[src/rtl/ret_pkg.sv]
// ----------------------------------------------------------------------------
// ret_pkg
// Types and codes shared by the rumble effect table and its slot update logic.
// ----------------------------------------------------------------------------
package ret_pkg;

  // request modes
  typedef enum logic [1:0] {
    MODE_UPLOAD = 2'd0,
    MODE_ERASE  = 2'd1,
    MODE_PLAY   = 2'd2,
    MODE_TICK   = 2'd3
  } mode_t;

  // result status codes
  localparam logic [1:0] STATUS_OK           = 2'd0;
  localparam logic [1:0] STATUS_INVALID      = 2'd1;
  localparam logic [1:0] STATUS_PLAY_IGNORED = 2'd2;

  // one stored effect slot
  typedef struct packed {
    logic        valid;
    logic [15:0] strong_mag;
    logic [15:0] weak_mag;
    logic [15:0] length;
    logic [15:0] delay;
    logic        playing;
    logic [15:0] delay_left;
    logic [31:0] run_left;
    logic        endless;
  } slot_t;

  // latched request, applied to every slot during a pass
  typedef struct packed {
    mode_t       mode;
    logic        is_rumble;
    logic [15:0] strong_mag;
    logic [15:0] weak_mag;
    logic [15:0] length;
    logic [15:0] delay;
    logic [15:0] count;
  } cmd_t;

endpackage

[src/rtl/ret_slot_update.sv]
// ----------------------------------------------------------------------------
// ret_slot_update
// Applies one request to one slot record, then expires a finished effect
// and reports whether the slot drives the motors.
// ----------------------------------------------------------------------------
module ret_slot_update (
  input  ret_pkg::slot_t entry,
  input  ret_pkg::cmd_t  cmd,
  input  logic           target,
  output ret_pkg::slot_t entry_next,
  output logic           active
);

  ret_pkg::slot_t upd;
  logic [31:0]    run_total;
  logic           start;

  assign run_total = {16'd0, entry.length} * {16'd0, cmd.count};
  assign start     = entry.valid && (cmd.count != 16'd0);

  // apply the request
  always_comb begin
    upd = entry;
    case (cmd.mode)
      ret_pkg::MODE_UPLOAD: begin
        if (target && cmd.is_rumble) begin
          upd.valid      = 1'b1;
          upd.strong_mag = cmd.strong_mag;
          upd.weak_mag   = cmd.weak_mag;
          upd.length     = cmd.length;
          upd.delay      = cmd.delay;
        end
      end
      ret_pkg::MODE_ERASE: begin
        if (target) begin
          upd = '0;
        end
      end
      ret_pkg::MODE_PLAY: begin
        if (target) begin
          upd.playing = start;
          if (start) begin
            upd.delay_left = entry.delay;
            upd.endless    = (entry.length == 16'd0);
            upd.run_left   = run_total;
          end
        end
      end
      ret_pkg::MODE_TICK: begin
        if (entry.playing) begin
          if (entry.delay_left != 16'd0) begin
            upd.delay_left = entry.delay_left - 16'd1;
          end else if (!entry.endless && entry.run_left != 32'd0) begin
            upd.run_left = entry.run_left - 32'd1;
          end
        end
      end
      default: begin
        upd = entry;
      end
    endcase
  end

  // drop an effect whose time is up, then form the activity flag
  always_comb begin
    entry_next = upd;
    if (upd.playing && !upd.endless && upd.delay_left == 16'd0 &&
        upd.run_left == 32'd0) begin
      entry_next.playing = 1'b0;
    end
    active = entry_next.playing && (entry_next.delay_left == 16'd0) &&
             ((entry_next.strong_mag != 16'd0) || (entry_next.weak_mag != 16'd0));
  end

endmodule

[src/rtl/rumble_effect_table.sv]
// ----------------------------------------------------------------------------
// rumble_effect_table
// Table of rumble effects kept in one slot memory, updated by a read-modify-
// write sweep over every slot for each request.
// ----------------------------------------------------------------------------
// Sweep: a read state, then a modify state that handles one slot per cycle
// through the single read and write port of the memory, then a done state.
// No new request is taken until the done state has passed the result out.
// Reset: synchronous; the per-slot live bits clear at once so every slot
// reads as empty; no clearing pass is needed and the block is ready at once.
module rumble_effect_table #(
  parameter int EFFECT_SLOTS = 16
) (
  input  logic        clk,
  input  logic        rst,
  input  logic        in_valid,
  output logic        in_stall,
  input  logic [1:0]  mode,
  input  logic [15:0] slot_id,
  input  logic        is_rumble,
  input  logic [15:0] strong_level,
  input  logic [15:0] weak_level,
  input  logic [15:0] length_ms,
  input  logic [15:0] delay_ms,
  input  logic [15:0] play_count,
  output logic        out_valid,
  input  logic        out_stall,
  output logic [1:0]  status,
  output logic        rumble_active
);

  localparam int IDXW = (EFFECT_SLOTS > 1) ? $clog2(EFFECT_SLOTS) : 1;
  localparam int SLOTW = $bits(ret_pkg::slot_t);

  typedef enum logic [3:0] {
    ST_IDLE = 4'b0001,
    ST_READ = 4'b0010,
    ST_MOD  = 4'b0100,
    ST_DONE = 4'b1000
  } state_t;

  state_t            state;
  state_t            state_next;
  ret_pkg::cmd_t     cmd;
  logic [15:0]       cmd_id;
  logic              cmd_in_range;
  logic [1:0]        pass_status;
  logic              pass_active;
  logic [IDXW-1:0]   idx;
  logic [IDXW-1:0]   raddr;
  logic              last;
  logic              accept;
  logic              out_free;
  logic              in_range;

  logic [SLOTW-1:0]        mem [EFFECT_SLOTS];
  logic [EFFECT_SLOTS-1:0] live;
  logic [SLOTW-1:0]        rdata;
  logic                    rd_live;
  ret_pkg::slot_t          entry;
  ret_pkg::slot_t          entry_next;
  logic                    slot_active;
  logic                    target;
  logic                    we;

  assign in_stall = (state != ST_IDLE);
  assign accept   = in_valid && !in_stall;
  assign out_free = !out_valid || !out_stall;
  assign in_range = (slot_id < 16'(EFFECT_SLOTS));
  assign last     = (idx == IDXW'(EFFECT_SLOTS - 1));
  assign raddr    = (state == ST_READ) ? idx : idx + IDXW'(1);
  assign we       = (state == ST_MOD);
  assign target   = cmd_in_range && (cmd_id[IDXW-1:0] == idx);
  assign entry    = rd_live ? ret_pkg::slot_t'(rdata) : '0;

  // slot memory: one write and one registered read a cycle
  always_ff @(posedge clk) begin
    if (we) begin
      mem[idx] <= SLOTW'(entry_next);
    end
    rdata <= mem[raddr];
  end

  // live bits: a slot never written since reset reads as empty
  always_ff @(posedge clk) begin
    if (rst) begin
      live    <= '0;
      rd_live <= 1'b0;
    end else begin
      if (we) begin
        live[idx] <= 1'b1;
      end
      rd_live <= live[raddr];
    end
  end

  ret_slot_update u_slot (
    .entry      (entry),
    .cmd        (cmd),
    .target     (target),
    .entry_next (entry_next),
    .active     (slot_active)
  );

  // sequencer
  always_comb begin
    state_next = state;
    case (state)
      ST_IDLE: begin
        if (accept) begin
          state_next = ST_READ;
        end
      end
      ST_READ: begin
        state_next = ST_MOD;
      end
      ST_MOD: begin
        if (last) begin
          state_next = ST_DONE;
        end
      end
      ST_DONE: begin
        if (out_free) begin
          state_next = ST_IDLE;
        end
      end
      default: begin
        state_next = ST_IDLE;
      end
    endcase
  end

  always_ff @(posedge clk) begin
    if (rst) begin
      state <= ST_IDLE;
    end else begin
      state <= state_next;
    end
  end

  // latch the request and its status
  always_ff @(posedge clk) begin
    if (accept) begin
      cmd.mode       <= ret_pkg::mode_t'(mode);
      cmd.is_rumble  <= is_rumble;
      cmd.strong_mag <= strong_level;
      cmd.weak_mag   <= weak_level;
      cmd.length     <= length_ms;
      cmd.delay      <= delay_ms;
      cmd.count      <= play_count;
      cmd_id         <= slot_id;
      cmd_in_range   <= in_range;
      case (ret_pkg::mode_t'(mode))
        ret_pkg::MODE_UPLOAD: begin
          pass_status <= (!is_rumble || !in_range) ? ret_pkg::STATUS_INVALID
                                                   : ret_pkg::STATUS_OK;
        end
        ret_pkg::MODE_ERASE: begin
          pass_status <= in_range ? ret_pkg::STATUS_OK : ret_pkg::STATUS_INVALID;
        end
        ret_pkg::MODE_PLAY: begin
          pass_status <= in_range ? ret_pkg::STATUS_OK
                                  : ret_pkg::STATUS_PLAY_IGNORED;
        end
        default: begin
          pass_status <= ret_pkg::STATUS_OK;
        end
      endcase
    end
  end

  // advance the slot index and gather activity over the sweep
  always_ff @(posedge clk) begin
    if (accept) begin
      idx         <= '0;
      pass_active <= 1'b0;
    end else if (state == ST_MOD) begin
      pass_active <= pass_active | slot_active;
      if (!last) begin
        idx <= idx + IDXW'(1);
      end
    end
  end

  // output register: hold the result until it is taken
  always_ff @(posedge clk) begin
    if (rst) begin
      out_valid <= 1'b0;
    end else if (state == ST_DONE && out_free) begin
      out_valid <= 1'b1;
    end else if (!out_stall) begin
      out_valid <= 1'b0;
    end
  end

  always_ff @(posedge clk) begin
    if (state == ST_DONE && out_free) begin
      status        <= pass_status;
      rumble_active <= pass_active;
    end
  end

endmodule

[config.mk]
export PLATFORM = sky130hd
export DESIGN_NAME = rumble_effect_table
export DESIGN_NICKNAME = d
export VERILOG_FILES = /design/src/rtl/ret_pkg.sv /design/src/rtl/ret_slot_update.sv /design/src/rtl/rumble_effect_table.sv
export SDC_FILE = /design/constraint.sdc
export NUM_CORES = 2
export LEC_CHECK = 0
export ABC_AREA = 0
export BUFFER_PORTS_ARGS = -buffer_cell sky130_fd_sc_hd__buf_2
export CORE_ASPECT_RATIO = 0.8
export CORE_MARGIN = 5
export CORE_UTILIZATION = 40
export DETAILED_ROUTE_END_ITERATION = 12
export PLACE_DENSITY = 0.55
export SYNTH_ARGS = -nofsm -noshare
export SYNTH_HDL_FRONTEND = slang
export SYNTH_SLANG_ARGS = --single-unit
[constraint.sdc]
create_clock -name clk -period 17.05 [get_ports clk]
set_input_delay 0.8525 -clock clk [delete_from_list [all_inputs] [get_ports clk]]
set_output_delay 0.8525 -clock clk [all_outputs]
set_load 0.02 [all_outputs]
==> flow_summary.toml <==
[die]
num_io_pins = 108
start_util_pct = 40.1
die_h_um = 429
dieArea_um2 = 229000
row_count = 154
core-area_um2 = 219000
die_w_um = 534

[placement]
gp_congestion = 0.912
dpl.cell_count = 7502
port_buffers = 107
hpwl_um = 129000

[sta]
skew_ns = 0.0873
setup-violations-final = 0
holdWs_ns = 0.151
hold_viol_final = 0
timing.final.crit_share_pct = 57.4
tns_ns = 0
drv_slew = 0
slew_headroom_pct = 14.8
worst_pin_slew_ns = 1.27
rsz0062_at_grt = "false"
fin_crit_ns = 9.79
max_freq_mhz = 102

[hold_path]
hold_path_class = "input pin to register"

[cells_and_area]
drive_gt1_share_pct = 23.3
finalNonFillerCells = 7884
fillCellCount = 18700
syn2layout_area_growth_pct = 12.5
nets = 5239
finish.utilization_pct = 45.1

[cts]
clock-sinks = 2075
cts.repair.resized = 0
clk_pin_slew_ns = 0.06
holdBufCountCts = 0
clk_latency_ns = 0.87
cts_buffers = 208
clockRootBuffer = "clkbuf_16"
cts_max_level = 4
cts.path.max_buffers = 4
post-cts-setup-buffer-count = 0
cts_tree = "done"

[synth]
ys.flop_type = "edfxtp_1"
synth-xor-area-share_pct = 0.309
synth_compound_area_share_pct = 2.83
async_reset_ff_share_pct = 0
synthMuxAreaShare_pct = 14.9
yosysSeqAreaShare_pct = 69.2
synthSimpleGateAreaFrac_pct = 4.51
synth-seq-cells = 2075
synthAdderAreaFrac_pct = 6.07
synth_top_family_by_area = "multiplexers"
post_synth_num_cell_types = 83
synth_edf_count = 1933
netlist_area_um2 = 87900
yosysWarnings = 0
postSynthAreaPerCell_um2 = 19.0
synthCells = 4628
synth_nets = 5041

[critical_path]
cp_max_fo = 80
worst_setup_path_start_kind = "register"
cp.arrival_ns = 10.27
crit_type = "register to register"
cp.required_ns = 17.53
cp-end-kind = "register"

[drt]
first_pass_iters = 6
drt_iter0_markers = 4563
wl_per_cell_um = 29.4
route.detailed.drc = 0
wl_um = 232000
route.vias.total = 45700
ant_nets = 0
vias_per_cell = 5.80

[power_and_ir_drop]
power_w = 0.0101
leakage_nw = 34.2
powerDensity_nw_per_um2 = 103
ir_drop_mv = 0.0846

[global_routing]
grt_pass1_vias = 46700
grt_max_degree = 91
antenna_found_initial = 3
gr-usage-all-layers_pct = 20.1
grt_pass1_wl_um = 339000
overflow = 0

[run_status]
status = "completed"

[run]
maxCapViolations = 0
kinds of logic after synthesis:
group	after synthesis
AOI/OAI and AO/OA	349
xor gates and xnor gates	31
adders and majority gates	310
buffers and inverters	488
DFF	2075
muxes	589
and+or+nand+nor	786
power by group:
| part | switching [W] | total (W) | internal [W] | leakage, nW |
|---|---|---|---|---|
| Clock | 0.00193 | 0.00445 | 0.00252 | 3.19 |
| Combinational | 0.0000863 | 0.000156 | 0.0000695 | 12.0 |
| Sequential | 0.0000327 | 0.00554 | 0.00551 | 19.0 |
critical path, stage by stage (launching register included):
cell and delay, ns:
dfxtp_4 0.65, buf_4 0.67, and2_1 0.50, nand2_1 0.14, fa_1 0.52, fa_1 0.58, fa_1 0.45, fa_1 0.54
inv_1 0.05, fa_1 0.48, inv_1 0.05, fa_1 0.48, inv_1 0.05, ha_1 0.39, a21o_1 0.24, a31oi_1 0.22
o21a_1 0.21, o21ai_0 0.24, a41o_1 0.32, o311ai_0 0.33, nand3_1 0.54, nor2_1 0.32, or4b_2 0.67, nor3_2 0.37
a21oi_1 0.40
synthesized netlist by cell type, types with 29 or more instances:
| cell | number | area [um^2] |
|---|---|---|
| mux4_2 | 579 | 13000 |
| and3_1 | 132 | 826 |
| nor2_1 | 98 | 368 |
| clkbuf_1 | 186 | 698 |
| a22o_1 | 48 | 420 |
| o21ai_0 | 70 | 350 |
| dfxtp_1 | 142 | 2840 |
| nand4_1 | 30 | 188 |
| nor4_1 | 37 | 231 |
| a21oi_1 | 64 | 320 |
| nand3_1 | 41 | 205 |
| buf_1 | 50 | 188 |
| edfxtp_1 | 1933 | 58000 |
| nor3_1 | 39 | 195 |
| fa_1 | 194 | 3880 |
| and2_1 | 29 | 181 |
| ha_1 | 116 | 1450 |
| nand2_1 | 291 | 1090 |
| inv_1 | 245 | 920 |
registers in the layout (all words and copies together) (netlist names):
register	count
cmd	83
pass_status	2
live	16
mem	1840
cmd_id	4
status	2
cmd_in_range	1
out_valid	1
rdata	115
pass_active	1
rd_live	1
rumble_active	1
idx	4
state	4
stage by stage:
step / worst slack, ns / cell area (um^2)
detailed placement: 7.37 / 92400
floorplan: 7.10 / 87900
global route: 6.62 / 98900
CTS: 7.36 / 98900
global placement: 7.58 / 92400
finish: 7.26 / 98900
cells in the final DEF, fill, tap and decap left out, types with 9 or more instances in the layout:
master / instances
nand2_1: 291
a31oi_1: 18
nand4_1: 30
a21oi_1: 64
nand3_1: 41
nor4_1: 36
clkinv_1: 30
or4_1: 12
a21o_1: 15
xor2_1: 11
o211ai_1: 13
mux4_2: 579
nand2b_1: 9
o41ai_1: 9
fa_1: 194
ha_1: 116
o31ai_1: 11
or3_1: 14
buf_4: 119
clkinvlp_4: 10
xnor2_1: 17
buf_2: 107
clkbuf_8: 14
and3_1: 131
and2_1: 29
clkbuf_1: 54
inv_1: 244
a211oi_1: 11
bufinv_16: 13
a22o_1: 48
clkbuf_16: 210
nor3_1: 34
edfxtp_1: 1933
o21ai_0: 70
a221o_1: 11
dfxtp_1: 141
nor2_1: 85
nor2_4: 12
clkinv_2: 35
area by class of cell:
| cell class | instances | area [um^2] | area share (%) |
|---|---|---|---|
| multi-input combinational | 2065 | 25400 | 25.7 |
| clock buffer | 278 | 5650 | 5.71 |
| tap | 2886 | 3610 | 3.65 |
| timing repair buffer | 231 | 1530 | 1.55 |
| antenna | 4 | 10.0 | 0.0101 |
| inverter | 245 | 925 | 0.935 |
| clock inverter | 100 | 897 | 0.907 |
| sequential | 2075 | 60900 | 61.6 |
final timing paths:
| path | from | endpoint | slack, ns | cells after the start |
|---|---|---|---|---|
| min | delay_ms[1] | cmd[17] | 0.15 | 1 |
| max reg2reg | rd_live | mem[11][49] | 7.26 | 24 |
| min reg2reg | pass_status[0] | status[0] | 0.42 | 0 |
| max | rd_live | mem[11][49] | 7.26 | 24 |
routing by layer:
metal / up-vias / global-route usage, % / part of all wire (%)
met2: 1579 / 31.3 / 47
met3: 274 / 3.01 / 6.2
met5: - / 0 / 0
li1: 18900 / - / -
met4: 0 / 4.56 / 2.1
met1: 24900 / 30.2 / 45
Power figures use the tool's default switching activity.
